**src/hw/rtl/sfbd_pkg.sv**
```systemverilog
// ---------------------------------------------------------------------------
// sfbd_pkg
// Shared types and constants of the stream frame boundary detector.
// ---------------------------------------------------------------------------
package sfbd_pkg;

    localparam int LENGTH_BITS_DEFAULT = 32;

    typedef enum logic [1:0] {
        PH_IDLE,
        PH_HEADER,
        PH_BODY,
        PH_LINE
    } phase_t;

    localparam logic [1:0] MODE_LEN2 = 2'd0;
    localparam logic [1:0] MODE_TEXT = 2'd2;

    localparam logic [2:0] HDR_LEN2     = 3'd2;
    localparam logic [2:0] HDR_LEN4     = 3'd4;
    localparam logic [2:0] PREFIX_LEN   = 3'd3;
    localparam logic [2:0] TOKEN_MAX    = 3'd7;
    localparam logic [2:0] TOKEN_THIRD  = 3'd3;
    localparam logic [2:0] TOKEN_FOURTH = 3'd4;

    localparam logic [7:0] CHAR_TAB   = 8'h09;
    localparam logic [7:0] CHAR_LF    = 8'h0A;
    localparam logic [7:0] CHAR_CR    = 8'h0D;
    localparam logic [7:0] CHAR_SPACE = 8'h20;
    localparam logic [7:0] CHAR_ZERO  = 8'h30;
    localparam logic [7:0] CHAR_NINE  = 8'h39;
    localparam logic [7:0] CASE_BIT   = 8'h20;

    localparam int MSG_TRAILER = 2;

    typedef struct packed {
        logic first;
        logic last;
        logic hdr;
    } flags_t;

    // lower-case "msg" prefix letters
    function automatic logic [7:0] prefix_char(input logic [1:0] pos);
        logic [7:0] c;
        case (pos)
            2'd0:    c = 8'h6D;
            2'd1:    c = 8'h73;
            default: c = 8'h67;
        endcase
        return c;
    endfunction

endpackage

```
**src/hw/rtl/sfbd_in_stage.sv**
```systemverilog
// ---------------------------------------------------------------------------
// sfbd_in_stage
// Input register: holds one accepted byte until the framer consumes it.
// ---------------------------------------------------------------------------
module sfbd_in_stage (
    input  logic       aclk,
    input  logic       aresetn,
    input  logic       s_valid,
    output logic       s_ready,
    input  logic [7:0] s_byte_value,
    input  logic       advance,
    output logic       byte_valid,
    output logic [7:0] byte_data
);
    logic       valid_reg;
    logic       valid_next;
    logic [7:0] byte_reg;

    assign s_ready    = !valid_reg || advance;
    assign valid_next = s_ready ? s_valid : valid_reg;

    always_ff @(posedge aclk) begin
        if (!aresetn) begin
            valid_reg <= 1'b0;
        end else begin
            valid_reg <= valid_next;
        end
    end

    always_ff @(posedge aclk) begin
        if (s_valid && s_ready) begin
            byte_reg <= s_byte_value;
        end
    end

    assign byte_valid = valid_reg;
    assign byte_data  = byte_reg;

endmodule

```
**src/hw/rtl/sfbd_core.sv**
```systemverilog
// ---------------------------------------------------------------------------
// sfbd_core
// Framing state machine: mode register, header/body counting, MSG line scan.
// ---------------------------------------------------------------------------
module sfbd_core #(
    parameter int LENGTH_BITS = sfbd_pkg::LENGTH_BITS_DEFAULT
) (
    input  logic              aclk,
    input  logic              aresetn,
    input  logic              cfg_valid,
    input  logic [1:0]        cfg_data,
    input  logic              step,
    input  logic [7:0]        byte_in,
    output sfbd_pkg::flags_t  flags
);
    import sfbd_pkg::*;

    localparam int REM_W = LENGTH_BITS + 1;
    localparam int SUM_W = LENGTH_BITS + 4;
    localparam logic [LENGTH_BITS-1:0] LEN_MAX = '1;

    logic [1:0]             mode_reg;
    phase_t                 phase_reg, phase_next;
    logic [2:0]             hp_reg, hp_next, hp_eff;
    logic [31:0]            acc_reg, acc_next, acc_eff;
    logic [REM_W-1:0]       rem_reg, rem_next, rem_eff, rem_dec;
    logic                   pcr_reg, pcr_next, pcr_eff;
    logic                   pm_reg, pm_next, pm_eff;
    logic [2:0]             tc_reg, tc_next, tc_eff, tc_tok;
    logic                   it_reg, it_next, it_eff;
    logic                   dl_reg, dl_next, dl_eff, dl_tok;
    logic [LENGTH_BITS-1:0] v3_reg, v3_next, v3_eff;
    logic [LENGTH_BITS-1:0] v4_reg, v4_next, v4_eff;

    logic                   text;
    logic                   start;
    phase_t                 phase_eff;
    logic [2:0]             hlen;
    logic [31:0]            acc_shift;
    logic [LENGTH_BITS-1:0] len_sat;
    logic [LENGTH_BITS-1:0] count_sel;
    logic                   is_ws;
    logic                   is_digit;
    logic [3:0]             digit;
    logic [LENGTH_BITS-1:0] dig_src;
    logic [SUM_W-1:0]       dig_sum;
    logic [LENGTH_BITS-1:0] dig_sat;

    assign text  = (mode_reg >= MODE_TEXT);
    assign start = (phase_reg == PH_IDLE);
    assign hlen  = (mode_reg == MODE_LEN2) ? HDR_LEN2 : HDR_LEN4;

    // a new frame starts from cleared state
    always_comb begin
        if (start) begin
            phase_eff = text ? PH_LINE : PH_HEADER;
            hp_eff    = '0;
            acc_eff   = '0;
            rem_eff   = '0;
            pcr_eff   = 1'b0;
            pm_eff    = text;
            tc_eff    = '0;
            it_eff    = 1'b0;
            dl_eff    = 1'b0;
            v3_eff    = '0;
            v4_eff    = '0;
        end else begin
            phase_eff = phase_reg;
            hp_eff    = hp_reg;
            acc_eff   = acc_reg;
            rem_eff   = rem_reg;
            pcr_eff   = pcr_reg;
            pm_eff    = pm_reg;
            tc_eff    = tc_reg;
            it_eff    = it_reg;
            dl_eff    = dl_reg;
            v3_eff    = v3_reg;
            v4_eff    = v4_reg;
        end
    end

    assign acc_shift = {acc_eff[23:0], byte_in};
    assign len_sat   = (acc_shift > 32'(LEN_MAX)) ? LEN_MAX : acc_shift[LENGTH_BITS-1:0];
    assign rem_dec   = (rem_eff != '0) ? rem_eff - REM_W'(1) : rem_eff;
    assign count_sel = (tc_eff >= TOKEN_FOURTH) ? v4_eff : v3_eff;

    assign is_ws    = (byte_in == CHAR_SPACE) || (byte_in >= CHAR_TAB && byte_in <= CHAR_CR);
    assign is_digit = (byte_in >= CHAR_ZERO) && (byte_in <= CHAR_NINE);
    assign digit    = 4'(byte_in - CHAR_ZERO);

    // token bookkeeping for a non-whitespace byte
    assign tc_tok = it_eff ? tc_eff : ((tc_eff < TOKEN_MAX) ? tc_eff + 3'd1 : tc_eff);
    assign dl_tok = it_eff ? dl_eff : 1'b1;

    // shared decimal accumulate: v*10 + d, saturating
    assign dig_src = (tc_tok == TOKEN_THIRD) ? v3_eff : v4_eff;
    assign dig_sum = (SUM_W'(dig_src) << 3) + (SUM_W'(dig_src) << 1) + SUM_W'(digit);
    assign dig_sat = (dig_sum > SUM_W'(LEN_MAX)) ? LEN_MAX : dig_sum[LENGTH_BITS-1:0];

    always_comb begin
        phase_next  = phase_eff;
        hp_next     = hp_eff;
        acc_next    = acc_eff;
        rem_next    = rem_eff;
        pcr_next    = pcr_eff;
        pm_next     = pm_eff;
        tc_next     = tc_eff;
        it_next     = it_eff;
        dl_next     = dl_eff;
        v3_next     = v3_eff;
        v4_next     = v4_eff;
        flags.first = start;
        flags.last  = 1'b0;
        flags.hdr   = 1'b0;

        unique case (phase_eff)
            PH_HEADER: begin
                flags.hdr = 1'b1;
                acc_next  = acc_shift;
                hp_next   = hp_eff + 3'd1;
                if (hp_next >= hlen) begin
                    if (len_sat == '0) begin
                        flags.last = 1'b1;
                        phase_next = PH_IDLE;
                    end else begin
                        rem_next   = REM_W'(len_sat);
                        phase_next = PH_BODY;
                    end
                end
            end
            PH_BODY: begin
                rem_next = rem_dec;
                if (rem_dec == '0) begin
                    flags.last = 1'b1;
                    phase_next = PH_IDLE;
                end
            end
            PH_LINE: begin
                flags.hdr = 1'b1;
                if (pcr_eff && byte_in == CHAR_LF) begin
                    pcr_next = 1'b0;
                    if (pm_eff) begin
                        rem_next   = REM_W'(count_sel) + REM_W'(MSG_TRAILER);
                        phase_next = PH_BODY;
                    end else begin
                        flags.last = 1'b1;
                        phase_next = PH_IDLE;
                    end
                end else begin
                    if (hp_eff < PREFIX_LEN) begin
                        if ((byte_in | CASE_BIT) != prefix_char(hp_eff[1:0])) begin
                            pm_next = 1'b0;
                        end
                        hp_next = hp_eff + 3'd1;
                    end else if (pm_eff) begin
                        if (is_ws) begin
                            it_next = 1'b0;
                        end else begin
                            it_next = 1'b1;
                            tc_next = tc_tok;
                            dl_next = dl_tok;
                            if (dl_tok && (tc_tok == TOKEN_THIRD || tc_tok == TOKEN_FOURTH)) begin
                                if (is_digit) begin
                                    if (tc_tok == TOKEN_THIRD) begin
                                        v3_next = dig_sat;
                                    end else begin
                                        v4_next = dig_sat;
                                    end
                                end else begin
                                    dl_next = 1'b0;
                                end
                            end
                        end
                    end
                    pcr_next = (byte_in == CHAR_CR);
                end
            end
            default: begin
            end
        endcase
    end

    always_ff @(posedge aclk) begin
        if (!aresetn) begin
            mode_reg  <= MODE_LEN2;
            phase_reg <= PH_IDLE;
            hp_reg    <= '0;
            acc_reg   <= '0;
            rem_reg   <= '0;
            pcr_reg   <= 1'b0;
            pm_reg    <= 1'b0;
            tc_reg    <= '0;
            it_reg    <= 1'b0;
            dl_reg    <= 1'b0;
            v3_reg    <= '0;
            v4_reg    <= '0;
        end else if (cfg_valid) begin
            mode_reg  <= cfg_data;
            phase_reg <= PH_IDLE;
        end else if (step) begin
            phase_reg <= phase_next;
            hp_reg    <= hp_next;
            acc_reg   <= acc_next;
            rem_reg   <= rem_next;
            pcr_reg   <= pcr_next;
            pm_reg    <= pm_next;
            tc_reg    <= tc_next;
            it_reg    <= it_next;
            dl_reg    <= dl_next;
            v3_reg    <= v3_next;
            v4_reg    <= v4_next;
        end
    end

endmodule

```
**src/hw/rtl/sfbd_out_stage.sv**
```systemverilog
// ---------------------------------------------------------------------------
// sfbd_out_stage
// Result register: holds one marked byte until the sink takes it.
// ---------------------------------------------------------------------------
module sfbd_out_stage (
    input  logic             aclk,
    input  logic             aresetn,
    input  logic             load_valid,
    output logic             can_load,
    input  logic [7:0]       load_byte,
    input  sfbd_pkg::flags_t load_flags,
    output logic             m_valid,
    input  logic             m_ready,
    output logic [7:0]       m_data_byte,
    output logic             m_frame_first,
    output logic             m_frame_last,
    output logic             m_header_byte
);
    import sfbd_pkg::*;

    logic       valid_reg;
    logic       valid_next;
    logic [7:0] byte_reg;
    flags_t     flags_reg;

    assign can_load   = !valid_reg || m_ready;
    assign valid_next = can_load ? load_valid : valid_reg;

    always_ff @(posedge aclk) begin
        if (!aresetn) begin
            valid_reg <= 1'b0;
        end else begin
            valid_reg <= valid_next;
        end
    end

    always_ff @(posedge aclk) begin
        if (can_load && load_valid) begin
            byte_reg  <= load_byte;
            flags_reg <= load_flags;
        end
    end

    assign m_valid       = valid_reg;
    assign m_data_byte   = byte_reg;
    assign m_frame_first = flags_reg.first;
    assign m_frame_last  = flags_reg.last;
    assign m_header_byte = flags_reg.hdr;

endmodule

```
**src/hw/rtl/stream_frame_boundary_detector.sv**
```systemverilog
// ---------------------------------------------------------------------------
// stream_frame_boundary_detector
// Marks frame start, end and header bytes in a received byte stream.
// Path: an accepted byte passes the input register, then the result register.
// Throughput: one byte per cycle while the sink takes results; the framer updates its state once per byte.
// Reset: synchronous active-low aresetn clears the valid flags and framer state; framing mode -> 0.
// A configuration write drops any frame in progress.
// ---------------------------------------------------------------------------
module stream_frame_boundary_detector #(
    parameter int LENGTH_BITS = sfbd_pkg::LENGTH_BITS_DEFAULT
) (
    input  logic       aclk,
    input  logic       aresetn,
    input  logic       cfg_valid,
    output logic       cfg_ready,
    input  logic [1:0] cfg_data,
    input  logic       s_valid,
    output logic       s_ready,
    input  logic [7:0] s_byte_value,
    output logic       m_valid,
    input  logic       m_ready,
    output logic [7:0] m_data_byte,
    output logic       m_frame_first,
    output logic       m_frame_last,
    output logic       m_header_byte
);
    import sfbd_pkg::*;

    logic       byte_valid;
    logic [7:0] byte_data;
    logic       can_load;
    logic       advance;
    flags_t     flags;

    assign cfg_ready = 1'b1;
    assign advance   = byte_valid && can_load;

    sfbd_in_stage u_in (
        .aclk         (aclk),
        .aresetn      (aresetn),
        .s_valid      (s_valid),
        .s_ready      (s_ready),
        .s_byte_value (s_byte_value),
        .advance      (advance),
        .byte_valid   (byte_valid),
        .byte_data    (byte_data)
    );

    sfbd_core #(
        .LENGTH_BITS (LENGTH_BITS)
    ) u_core (
        .aclk      (aclk),
        .aresetn   (aresetn),
        .cfg_valid (cfg_valid),
        .cfg_data  (cfg_data),
        .step      (advance),
        .byte_in   (byte_data),
        .flags     (flags)
    );

    sfbd_out_stage u_out (
        .aclk          (aclk),
        .aresetn       (aresetn),
        .load_valid    (byte_valid),
        .can_load      (can_load),
        .load_byte     (byte_data),
        .load_flags    (flags),
        .m_valid       (m_valid),
        .m_ready       (m_ready),
        .m_data_byte   (m_data_byte),
        .m_frame_first (m_frame_first),
        .m_frame_last  (m_frame_last),
        .m_header_byte (m_header_byte)
    );

endmodule

```
**config.mk**
```make
export PLATFORM = sky130hd
export DESIGN_NAME = stream_frame_boundary_detector
export DESIGN_NICKNAME = d
export VERILOG_FILES = /design/src/hw/rtl/sfbd_pkg.sv /design/src/hw/rtl/sfbd_in_stage.sv /design/src/hw/rtl/sfbd_core.sv /design/src/hw/rtl/sfbd_out_stage.sv /design/src/hw/rtl/stream_frame_boundary_detector.sv
export SDC_FILE = /design/constraint.sdc
export NUM_CORES = 1
export LEC_CHECK = 0
export BUFFER_PORTS_ARGS = -buffer_cell sky130_fd_sc_hd__buf_2
export CORE_AREA = 4 4 222 137
export DETAILED_ROUTE_END_ITERATION = 12
export DIE_AREA = 0 0 226 141
export SLEW_MARGIN = 5
export SYNTH_ARGS = -nofsm -noshare
export SYNTH_HDL_FRONTEND = slang
export SYNTH_HIERARCHICAL = 1
export SYNTH_SLANG_ARGS = --single-unit
export TNS_END_PERCENT = 1
```
**constraint.sdc**
```tcl
create_clock -name aclk -period 5.3 [get_ports aclk]
set_input_delay 0.53 -clock aclk [delete_from_list [all_inputs] [get_ports aclk]]
set_output_delay 0.53 -clock aclk [all_outputs]
set_load 0.01 [all_outputs]
```
==> results of run 1 <==
==> cells by family after synthesis <==
kind of cell | synth area share (%)
AND/OR/NAND/NOR | 25.2
AO/OA/AOI/OAI | 27.4
flip-flops | 26.3
buffers and inverters | 4.85
adder cells (fa/ha/maj) | 7.26
XOR/XNOR | 4.37
multiplexers | 4.57
other | 0.0297
==> through the flow <==
step,std cells,utilization (%),setup WS [ns],cell area [um^2],total power [W]
finish,2102,49.1,0.257,13900,0.00290
global route,2102,49.1,0.0217,13900,0.00300
CTS,2102,48.9,0.00212,13900,0.00289
detailed placement,2070,47.0,0.00112,13300,0.00175
global placement,2070,47.0,0.0533,13300,0.00175
floorplan,1712,-,0.00203,12600,0.00159
==> synth_stat cells (11+ instances only) <==
cell type and instances:
sky130_fd_sc_hd__o21a_1 15, sky130_fd_sc_hd__nor3_1 57, sky130_fd_sc_hd__a211oi_1 42, sky130_fd_sc_hd__buf_2 23, sky130_fd_sc_hd__xnor2_1 33, sky130_fd_sc_hd__nand4_1 23
sky130_fd_sc_hd__or3_1 13, sky130_fd_sc_hd__a22oi_1 14, sky130_fd_sc_hd__edfxtp_1 19, sky130_fd_sc_hd__nand3_1 57, sky130_fd_sc_hd__inv_1 24, sky130_fd_sc_hd__dfxtp_1 137
sky130_fd_sc_hd__a221oi_1 11, sky130_fd_sc_hd__and3_1 13, sky130_fd_sc_hd__a31oi_1 22, sky130_fd_sc_hd__nor4_1 23, sky130_fd_sc_hd__xor2_1 30, sky130_fd_sc_hd__nor2b_1 14
sky130_fd_sc_hd__nand2_1 242, sky130_fd_sc_hd__a21o_1 17, sky130_fd_sc_hd__mux2i_1 52, sky130_fd_sc_hd__o21ai_0 144, sky130_fd_sc_hd__o31ai_1 12, sky130_fd_sc_hd__nand2b_1 16
sky130_fd_sc_hd__clkbuf_1 88, sky130_fd_sc_hd__a21oi_1 193, sky130_fd_sc_hd__nor2_1 135, sky130_fd_sc_hd__ha_1 70
==> layer usage <==
metal,part of all wire [%],up-vias,track usage [%]
met4,1.2,0,5.60
li1,-,6310,-
met5,0,-,0
met1,49,6604,46.6
met3,12,49,8.28
met2,38,788,37.7
==> cell type report <==
cell class                 instances  area [um^2]
tap                              375          469
inverter                          26         98.8
clock buffer                      23          468
multi-input combinational       1407         8780
sequential                       156         3310
fill                            2805        14500
clock inverter                     9         65.1
timing repair buffer             106          757
==> how the worst max path moves through the flow <==
stage | end | slack, ns | cells after the start | from
4_1_cts | u_core/v4_reg[23] | 0.002 | 22 | u_core/phase_reg[1]
3_5_place_dp | u_core/v4_reg[16] | 0.001 | 21 | u_core/phase_reg[1]
2_1_floorplan | u_core/v4_reg[4] | 0.002 | 25 | u_core/phase_reg[1]
3_3_place_gp | u_core/v4_reg[16] | 0.05 | 21 | u_core/phase_reg[1]
5_1_grt | u_core/v3_reg[9] | 0.02 | 20 | u_core/tc_reg[2]
6_report | u_core/v4_reg[23] | 0.26 | 22 | u_core/phase_reg[1]
==> power by group through the flow <==
| stage | clock, W | combinational [W] | sequential (W) |
|---|---|---|---|
| final | 0.00115 | 0.000477 | 0.00127 |
| after global routing | 0.00122 | 0.000506 | 0.00127 |
| after CTS | 0.00116 | 0.000458 | 0.00127 |
| after detailed placement | 0 | 0.000455 | 0.00129 |
| after global placement | 0 | 0.000455 | 0.00129 |
| after floorplan | 0 | 0.000322 | 0.00127 |
==> timing repair <==
action                                  4_1_cts  5_1_grt
gates resized for setup                       1       19
pin swaps                                     0        2
endpoints found under the setup margin        8       64
==> reports/metrics.json, run 1 <==
{
  "run_status": "completed",
  "drtAntennaViolNets": 0,
  "comb_power_share_pct": 16.4,
  "timing.critical_path.max_delay_family": "simple AND/OR/NAND/NOR gates",
  "initial_antenna_violation_count": 0,
  "synth.yosys.seq_area_share_pct": 26.3,
  "critical_path_required_ns": 5.60,
  "cts_hold_repair.buffers": 0,
  "cts_setup_buffers": 0,
  "reg2reg_depth": 22,
  "internal_power_w": 0.00199,
  "clock_sinks": 156,
  "cts-root-to-sink-buffers": 2,
  "clock_insertion_delay_worst_skew_ns": 0.46,
  "core-area_um2": 28400,
  "grt_start_max_net_pins": 64,
  "buffers_on_ports": 27,
  "ys_ff_latch": 156,
  "vdd_ir_drop_max_mv": 0.213,
  "post_synth_instance_area_um2": 12600,
  "synth_cells": 1712,
  "ioPinCount": 29,
  "die_h_um": 141,
  "hold_path_end": "u_in/byte_data[0]",
  "syn2layout_area_growth_pct": 10.6,
  "wire_length_of_the_first_global_routing_pass_um": 72200,
  "critical_path.endpoint_type": "flip-flop",
  "power.share.clock_pct": 39.8,
  "fraction_of_registers_with_async_set_reset_pct": 0,
  "rows": 48,
  "finalWorstPathRequiredPeriod_ns": 5.04,
  "critical-path-slowest-cell": "sky130_fd_sc_hd__or3_1",
  "swShare_pct": 31.3,
  "first_iter_violations": 2122,
  "largest_register_ffs": 33,
  "initial_core_utilization_pct": 44.4,
  "synth_largest_area_cell": "sky130_fd_sc_hd__dfxtp_1",
  "p_per_area_nw_per_um2": 208,
  "worst_setup_hold_path_clk_slew_ns": 0.06,
  "yosys-top-cells-area": "sky130_fd_sc_hd__dfxtp_1 (22%), sky130_fd_sc_hd__a21oi_1 (7.7%), sky130_fd_sc_hd__nand2_1 (7.2%)",
  "worst_clock_skew_ns": 0.0116,
  "worst-path-max-fanout": 42,
  "detail_route.drc_violations": 0,
  "critical_path.max_stage_delay_ns": 0.44,
  "routed-via-count": 13751,
  "drive_gt1_share_pct": 11.3,
  "final_net_count": 1801,
  "grt_setup_unrepaired": "no",
  "avgSynthCellArea_um2": 7.37,
  "clockRootBuffer": "sky130_fd_sc_hd__clkbuf_16",
  "synth.net_count": 1799,
  "timing.rr.end": "u_core/v4_reg[23]",
  "ctsHtreeMaxLevel": 4,
  "post-dp-hpwl_um": 35000,
  "cts_tree": "done",
  "synth.lib_cells_used.distinct": 92,
  "dr.pass1.iters": 5,
  "cts-buffers-inserted": 17,
  "die_width_um": 226,
  "max_freq_mhz": 198,
  "timing.rr.start": "u_core/phase_reg[1]",
  "critical_path.n_buffers_inverters": 7,
  "number_of_enable_flip_flop_cells_after_synthesis": 19,
  "crit_chain": "or2_2 -> clkinv_2 -> buf_4 -> nor4_4 -> buf_6 -> buf_12 -> nand2_1 -> a21oi_2 -> ha_1 -> ha_1 -> nand2_1 -> or3_1 -> nor3_2 -> o21ai_1 -> a21oi_1 -> buf_4 -> mux2i_2 -> nand2_1 -> buf_12 -> buf_4 -> nor3_1 -> o21ai_0",
  "crit_type": "reg2reg",
  "tightest_slew_ns": 1.16,
  "antenna_diode_count": 0,
  "worst_hold_path_type": "in2reg",
  "start_kind": "flip-flop",
  "maxSlewHeadroom_pct": 22.1,
  "die_area_um2": 31900,
  "worst_hold_slack_ns": 0.252,
  "power.sequential.fraction_pct": 43.7,
  "max_cap_viol_count": 0,
  "gp_routability_congestion": 1.00,
  "synth.top_cell.area_share_pct": 21.7,
  "grt_overflow": 0,
  "p_sw_w": 0.000907,
  "ys_dominant_reg_cell": "sky130_fd_sc_hd__dfxtp_1",
  "layout_worst_path_cycle_share_pct": 95.1,
  "final-max-slew-violation-count": 0,
  "tns_ns": 0,
  "via_per_inst": 6.54,
  "timing.hold.worst.start": "s_byte_value[0]",
  "worst-r2r-setup-slack_ns": 0.26,
  "grtUsageTotal_pct": 29.1,
  "mostFrequentLayoutCell": "sky130_fd_sc_hd__nand2_1",
  "layout_common_cells": "sky130_fd_sc_hd__nand2_1 (242), sky130_fd_sc_hd__a21oi_1 (188), sky130_fd_sc_hd__o21ai_0 (140)",
  "hold_violations": 0,
  "totalWireLength_um": 47900,
  "via_count_of_the_first_global_routing_pass": 11906,
  "finalSetupViolations": 0,
  "cp.arrival_ns": 5.34,
  "worst_hold_path.num_cells": 1,
  "static-leakage-power_nw": 5.08,
  "synthesis.yosys.warnings": 6,
  "route.detailed.wl_per_inst_um": 22.8
}
(Power assumes the default switching activity.)
==> inputs of run 2 (changes only) <==
- CORE_AREA: 4 4 222 137 -> 4 4 196 122
- DIE_AREA: 0 0 226 141 -> 0 0 200 126
- PLACE_DENSITY: not set -> 0.77
==> run 2 against run 1 <==
Compared with the run above: wire length down 4.7%; register-to-register slack worse by 0.03 ns; sequential power barely moved; clock power increased by 10%; fmax down 0.54%; clock skew fell by 0.0021 ns; first-iteration DRC count is 5.5% higher; via count increased by 0.24%; non-clock buffer count increased by 17; global-route usage rose by 6.3 points; critical endpoint is now u_core/v3_reg[1]; highest routed layer unchanged.
==> reports/metrics.json, run 2 (synthesis results as in run 1) <==
{
  "run_status": "completed",
  "antenna_diode_count": 0,
  "cts-buffers-inserted": 17,
  "worst_hold_path_type": "in2reg",
  "critical_path.endpoint_type": "flip-flop",
  "clock_insertion_delay_worst_skew_ns": 0.43,
  "crit_type": "reg2reg",
  "route.detailed.wl_per_inst_um": 22.5,
  "start_kind": "flip-flop",
  "layout_worst_path_cycle_share_pct": 95.7,
  "die_h_um": 126,
  "critical_path.n_buffers_inverters": 6,
  "ioPinCount": 29,
  "grtUsageTotal_pct": 35.3,
  "instances_no_fill": 2030,
  "gp_routability_congestion": 1.02,
  "drive_gt1_share_pct": 12.0,
  "timing.critical_path.max_delay_family": "compound AO/OA/AOI/OAI gates",
  "clockRootBuffer": "sky130_fd_sc_hd__clkbuf_16",
  "internal_power_w": 0.00210,
  "critical_path.max_stage_delay_ns": 0.41,
  "clock_sinks": 156,
  "power.sequential.fraction_pct": 42.2,
  "worst_clock_skew_ns": 0.00943,
  "critical-path-slowest-cell": "sky130_fd_sc_hd__a21oi_1",
  "max_freq_mhz": 197,
  "mostFrequentLayoutCell": "sky130_fd_sc_hd__nand2_1",
  "largest_register_ffs": 33,
  "cts-root-to-sink-buffers": 2,
  "die_area_um2": 25200,
  "comb_power_share_pct": 15.6,
  "grt_start_max_net_pins": 67,
  "die_width_um": 200,
  "dr.pass1.iters": 6,
  "nFillCells": 1910,
  "wire_length_of_the_first_global_routing_pass_um": 70700,
  "final-max-slew-violation-count": 0,
  "cts_tree": "done",
  "syn2layout_area_growth_pct": 11.3,
  "core-area_um2": 21900,
  "post-dp-hpwl_um": 33700,
  "ctsHtreeMaxLevel": 4,
  "first_iter_violations": 2238,
  "grt_overflow": 0,
  "via_count_of_the_first_global_routing_pass": 12134,
  "static-leakage-power_nw": 5.20,
  "power.share.clock_pct": 42.1,
  "p_sw_w": 0.000901,
  "hold_violations": 0,
  "rows": 42,
  "drtAntennaViolNets": 0,
  "crit_chain": "or2_2 -> clkinv_2 -> buf_4 -> nor4_4 -> buf_12 -> nand2_1 -> a21oi_1 -> ha_1 -> ha_1 -> a21oi_1 -> o21a_1 -> o22ai_1 -> nor4b_1 -> a21oi_1 -> buf_4 -> mux2i_1 -> nand2_1 -> buf_4 -> buf_12 -> nor3_1 -> o21ai_0",
  "critical_path_required_ns": 5.59,
  "max_cap_viol_count": 0,
  "routed-via-count": 13784,
  "finalWorstPathRequiredPeriod_ns": 5.07,
  "initial_core_utilization_pct": 57.6,
  "worst_setup_hold_path_clk_slew_ns": 0.07,
  "detail_route.drc_violations": 0,
  "cp.arrival_ns": 5.36,
  "worst-path-max-fanout": 39,
  "vdd_ir_drop_max_mv": 0.213,
  "finalSetupViolations": 0,
  "maxSlewHeadroom_pct": 24.2,
  "multi_input_comb_area_um2": 8780,
  "initial_antenna_violation_count": 0,
  "via_per_inst": 6.79,
  "p_per_area_nw_per_um2": 214,
  "final_net_count": 1818,
  "cts_hold_repair.buffers": 0,
  "layout.area.seq_um2": 3310,
  "buffers_on_ports": 27,
  "utilization_pct": 64.1,
  "swShare_pct": 30.0,
  "layout_common_cells": "sky130_fd_sc_hd__nand2_1 (242), sky130_fd_sc_hd__a21oi_1 (191), sky130_fd_sc_hd__o21ai_0 (143)",
  "tightest_slew_ns": 1.13,
  "post_placement_cell_count": 1996,
  "totalWireLength_um": 45700
}
==> run 2: final cells by class <==
cell class | instances | share of cell area [%]
Multi-Input combinational cell | 1407 | 62.5
Tap cell | 286 | 2.55
Clock inverter | 9 | 0.695
Inverter | 26 | 0.704
Sequential cell | 156 | 23.6
Clock buffer | 23 | 3.64
Timing Repair Buffer | 123 | 6.30
==> run 2: final timing paths <==
check / start / endpoint / slack, ns / cells after the start
max reg2reg: u_core/phase_reg[1] / u_core/v3_reg[1] / 0.23 / 21
min: s_byte_value[4] / u_in/byte_data[4] / 0.28 / 1
min reg2reg: u_core/acc_reg[23] / u_core/acc_reg[23] / 0.48 / 2
max: u_core/phase_reg[1] / u_core/v3_reg[1] / 0.23 / 21
==> run 2: metal layers <==
metal | global-route usage (%) | share of wire (%) | up-vias
li1 | - | - | 6316
met2 | 44.5 | 37 | 1016
met1 | 57.4 | 45 | 6393
met4 | 5.99 | 1.3 | 0
met3 | 11.7 | 16 | 59
met5 | 0 | 0 | -
==> run 2: power by group through the flow <==
stage	sequential [W]	combinational [W]	clock, W
after floorplan	0.00127	0.000322	0
after global placement	0.00129	0.000440	0
after detailed placement	0.00129	0.000441	0
after CTS	0.00126	0.000444	0.00127
after global routing	0.00127	0.000500	0.00133
final	0.00127	0.000469	0.00127
==> run 2: stage by stage <==
step	total power (W)	setup WS (ns)	TNS [ns]	area, um^2	hold WS, ns
finish	0.00300	0.230	0	14000	0.276
global route	0.00310	-0.0452	-0.180	14000	0.258
CTS	0.00298	0.0344	0	14000	0.270
detailed placement	0.00173	-0.0249	-0.0249	13300	0.467
global placement	0.00173	-0.0382	-0.0382	13300	0.453
floorplan	0.00159	0.00203	0	12600	0.424
==> run 2: repair_timing <==
action / in CTS / in global routing
endpoints found under the setup margin: 5 / 64
gates resized for setup: 1 / 13
buffers inserted: 0 / 2
pin swaps: 0 / 1
==> inputs of run 3 (changes only) <==
- PLACE_DENSITY: 0.77 -> 0.73
==> run 3 against run 2 <==
Compared with the run above: global-route usage up 0.58 points; utilization down 1.6 points; worst hold slack worse by 0.019 ns; largest cell class unchanged; critical path depth down 4; clock power down 4%; largest power group unchanged.
==> reports/metrics.json, run 3 (synthesis results as in run 1) <==
{
  "run_status": "completed",
  "final-max-slew-violation-count": 0,
  "topRoutingLayerUsed": "met5",
  "crit_type": "reg2reg",
  "gp_routability_congestion": 1.06,
  "crit_top_cell": "sky130_fd_sc_hd__fa_1",
  "largest_register_ffs": 33,
  "placedInstanceArea_um2": 13100,
  "cp.arrival_ns": 5.39,
  "route.detailed.wl_per_inst_um": 23.2,
  "maxSlewHeadroom_pct": 28.5,
  "clockRootBuffer": "sky130_fd_sc_hd__clkbuf_16",
  "drive_gt1_share_pct": 9.86,
  "tightest_slew_ns": 1.07,
  "grt_overflow": 0,
  "cts_tree": "done",
  "grt_start_max_net_pins": 104,
  "layout_worst_path_cycle_share_pct": 95.8,
  "cts_hold_repair.buffers": 0,
  "layout_common_cells": "sky130_fd_sc_hd__nand2_1 (242), sky130_fd_sc_hd__a21oi_1 (191), sky130_fd_sc_hd__o21ai_0 (143)",
  "rows": 42,
  "hold_violations": 0,
  "totalWireLength_um": 46200,
  "clock_sinks": 156,
  "drtAntennaViolNets": 0,
  "critical-path-slowest-cell": "sky130_fd_sc_hd__or4_4",
  "via_count_of_the_first_global_routing_pass": 11967,
  "max_freq_mhz": 197,
  "routed-via-count": 13808,
  "wirelength_met1_um": 21000,
  "via_per_inst": 6.94,
  "die_h_um": 126,
  "final_design_area_no_fill_um2": 13700,
  "post-dp-hpwl_um": 33400,
  "die_width_um": 200,
  "antenna_diode_count": 0,
  "tns_ns": 0,
  "start_kind": "flip-flop",
  "syn2layout_area_growth_pct": 8.55,
  "finalSetupViolations": 0,
  "cts-root-to-sink-buffers": 2,
  "first_iter_violations": 2370,
  "buffers_on_ports": 27,
  "initial_antenna_violation_count": 1,
  "grtUsageTotal_pct": 35.9,
  "ioPinCount": 29,
  "finalWorstPathRequiredPeriod_ns": 5.08,
  "static-leakage-power_nw": 5.00,
  "met2_wirelength_um": 17000,
  "wire_length_of_the_first_global_routing_pass_um": 70700,
  "die_area_um2": 25200,
  "critical_path.max_stage_delay_ns": 0.60,
  "cts-buffers-inserted": 17,
  "nFillCells": 1973,
  "core-area_um2": 21900,
  "vdd_ir_drop_max_mv": 0.215,
  "worst-r2r-setup-slack_ns": 0.22,
  "worst_hold_slack_ns": 0.257,
  "worst_clock_skew_ns": 0.0149,
  "final_net_count": 1779,
  "dr.pass1.iters": 6,
  "crit_chain": "nand2b_1 -> or4_4 -> mux2i_1 -> or2_2 -> fa_1 -> inv_1 -> fa_1 -> a211oi_2 -> o21ai_0 -> a31oi_2 -> o211ai_1 -> nand4_1 -> and3b_1 -> o2111ai_1 -> buf_4 -> a211o_1 -> nor3b_1",
  "max_cap_viol_count": 0,
  "ctsHtreeMaxLevel": 4,
  "wl_met3_um": 7250,
  "critical_path_required_ns": 5.61,
  "mostFrequentLayoutCell": "sky130_fd_sc_hd__nand2_1",
  "initial_core_utilization_pct": 57.6,
  "worst_hold_path_type": "in2reg",
  "detail_route.drc_violations": 0,
  "critical_path.endpoint_type": "flip-flop",
  "clock_insertion_delay_worst_skew_ns": 0.45,
  "fin_total_pwr_w": 0.00295,
  "p_per_area_nw_per_um2": 216,
  "worst_setup_hold_path_clk_slew_ns": 0.06,
  "grt_setup_unrepaired": "yes",
  "worst-path-max-fanout": 14
}
-- run 3: cell types whose count changed in the layout (fill, tap and decap cells not counted), moves of 2 or more --
cell / before / now
sky130_fd_sc_hd__inv_6: 2 / 0
sky130_fd_sc_hd__clkbuf_16: 19 / 17
sky130_fd_sc_hd__a2111oi_2: 1 / 3
sky130_fd_sc_hd__clkbuf_8: 2 / 0
sky130_fd_sc_hd__buf_12: 2 / 4
sky130_fd_sc_hd__buf_4: 93 / 53
sky130_fd_sc_hd__clkinv_2: 1 / 4
-- run 3: per-layer routing --
layer | global-route usage, % | vias up
met4 | 8.86 | 2
met5 | 0 | -
met2 | 43.6 | 996
met3 | 12.7 | 89
li1 | - | 6252
met1 | 58.2 | 6469
-- run 3: stage by stage --
step	utilization [%]	std cells	worst slack [ns]
CTS	62.3	1990	0.0330
global route	62.5	1990	-0.0597
floorplan	-	1712	0.00203
finish	62.5	1990	0.221
global placement	59.8	1959	0.151
detailed placement	59.8	1959	0.105
-- run 3: cell type report --
cell class	instances	area [um^2]	share of cell area [%]
timing repair buffer	84	613	4.48
clock inverter	11	125	0.914
multi-input combinational	1407	8750	63.9
sequential	156	3310	24.2
clock buffer	20	437	3.19
inverter	26	98.8	0.722
tap	286	358	2.61
-- run 3: critical path, delay by kind of cell, from the launching register on --
| kind | cells | cell delay (ns) |
|---|---|---|
| muxes | 1 | 0.14 |
| buffers and inverters | 2 | 0.31 |
| DFF | 1 | 0.44 |
| adders and majority gates | 2 | 1.00 |
| AOI/OAI and AO/OA | 6 | 1.45 |
| and+or+nand+nor | 6 | 1.59 |
-- run 3: power by group --
part | switching [W] | internal (W) | total [W]
sequential | 0.0000426 | 0.00122 | 0.00126
combinational | 0.000331 | 0.000142 | 0.000473
clock | 0.000525 | 0.000690 | 0.00122
-- run 3: what timing repair did --
item,CTS,global route
resized for setup,0,10
setup buffers,0,0
endpoints found under the setup margin,0,64
-- run 3: path summary, 6_finish.rpt --
kind	startpoint	endpoint	cells past startpoint
max	u_core/tc_reg[1]	u_core/v4_reg[16]	17
min	s_byte_value[0]	u_in/byte_data[0]	1
max reg2reg	u_core/tc_reg[1]	u_core/v4_reg[16]	17
min reg2reg	u_core/v3_reg[0]	u_core/v3_reg[0]	2
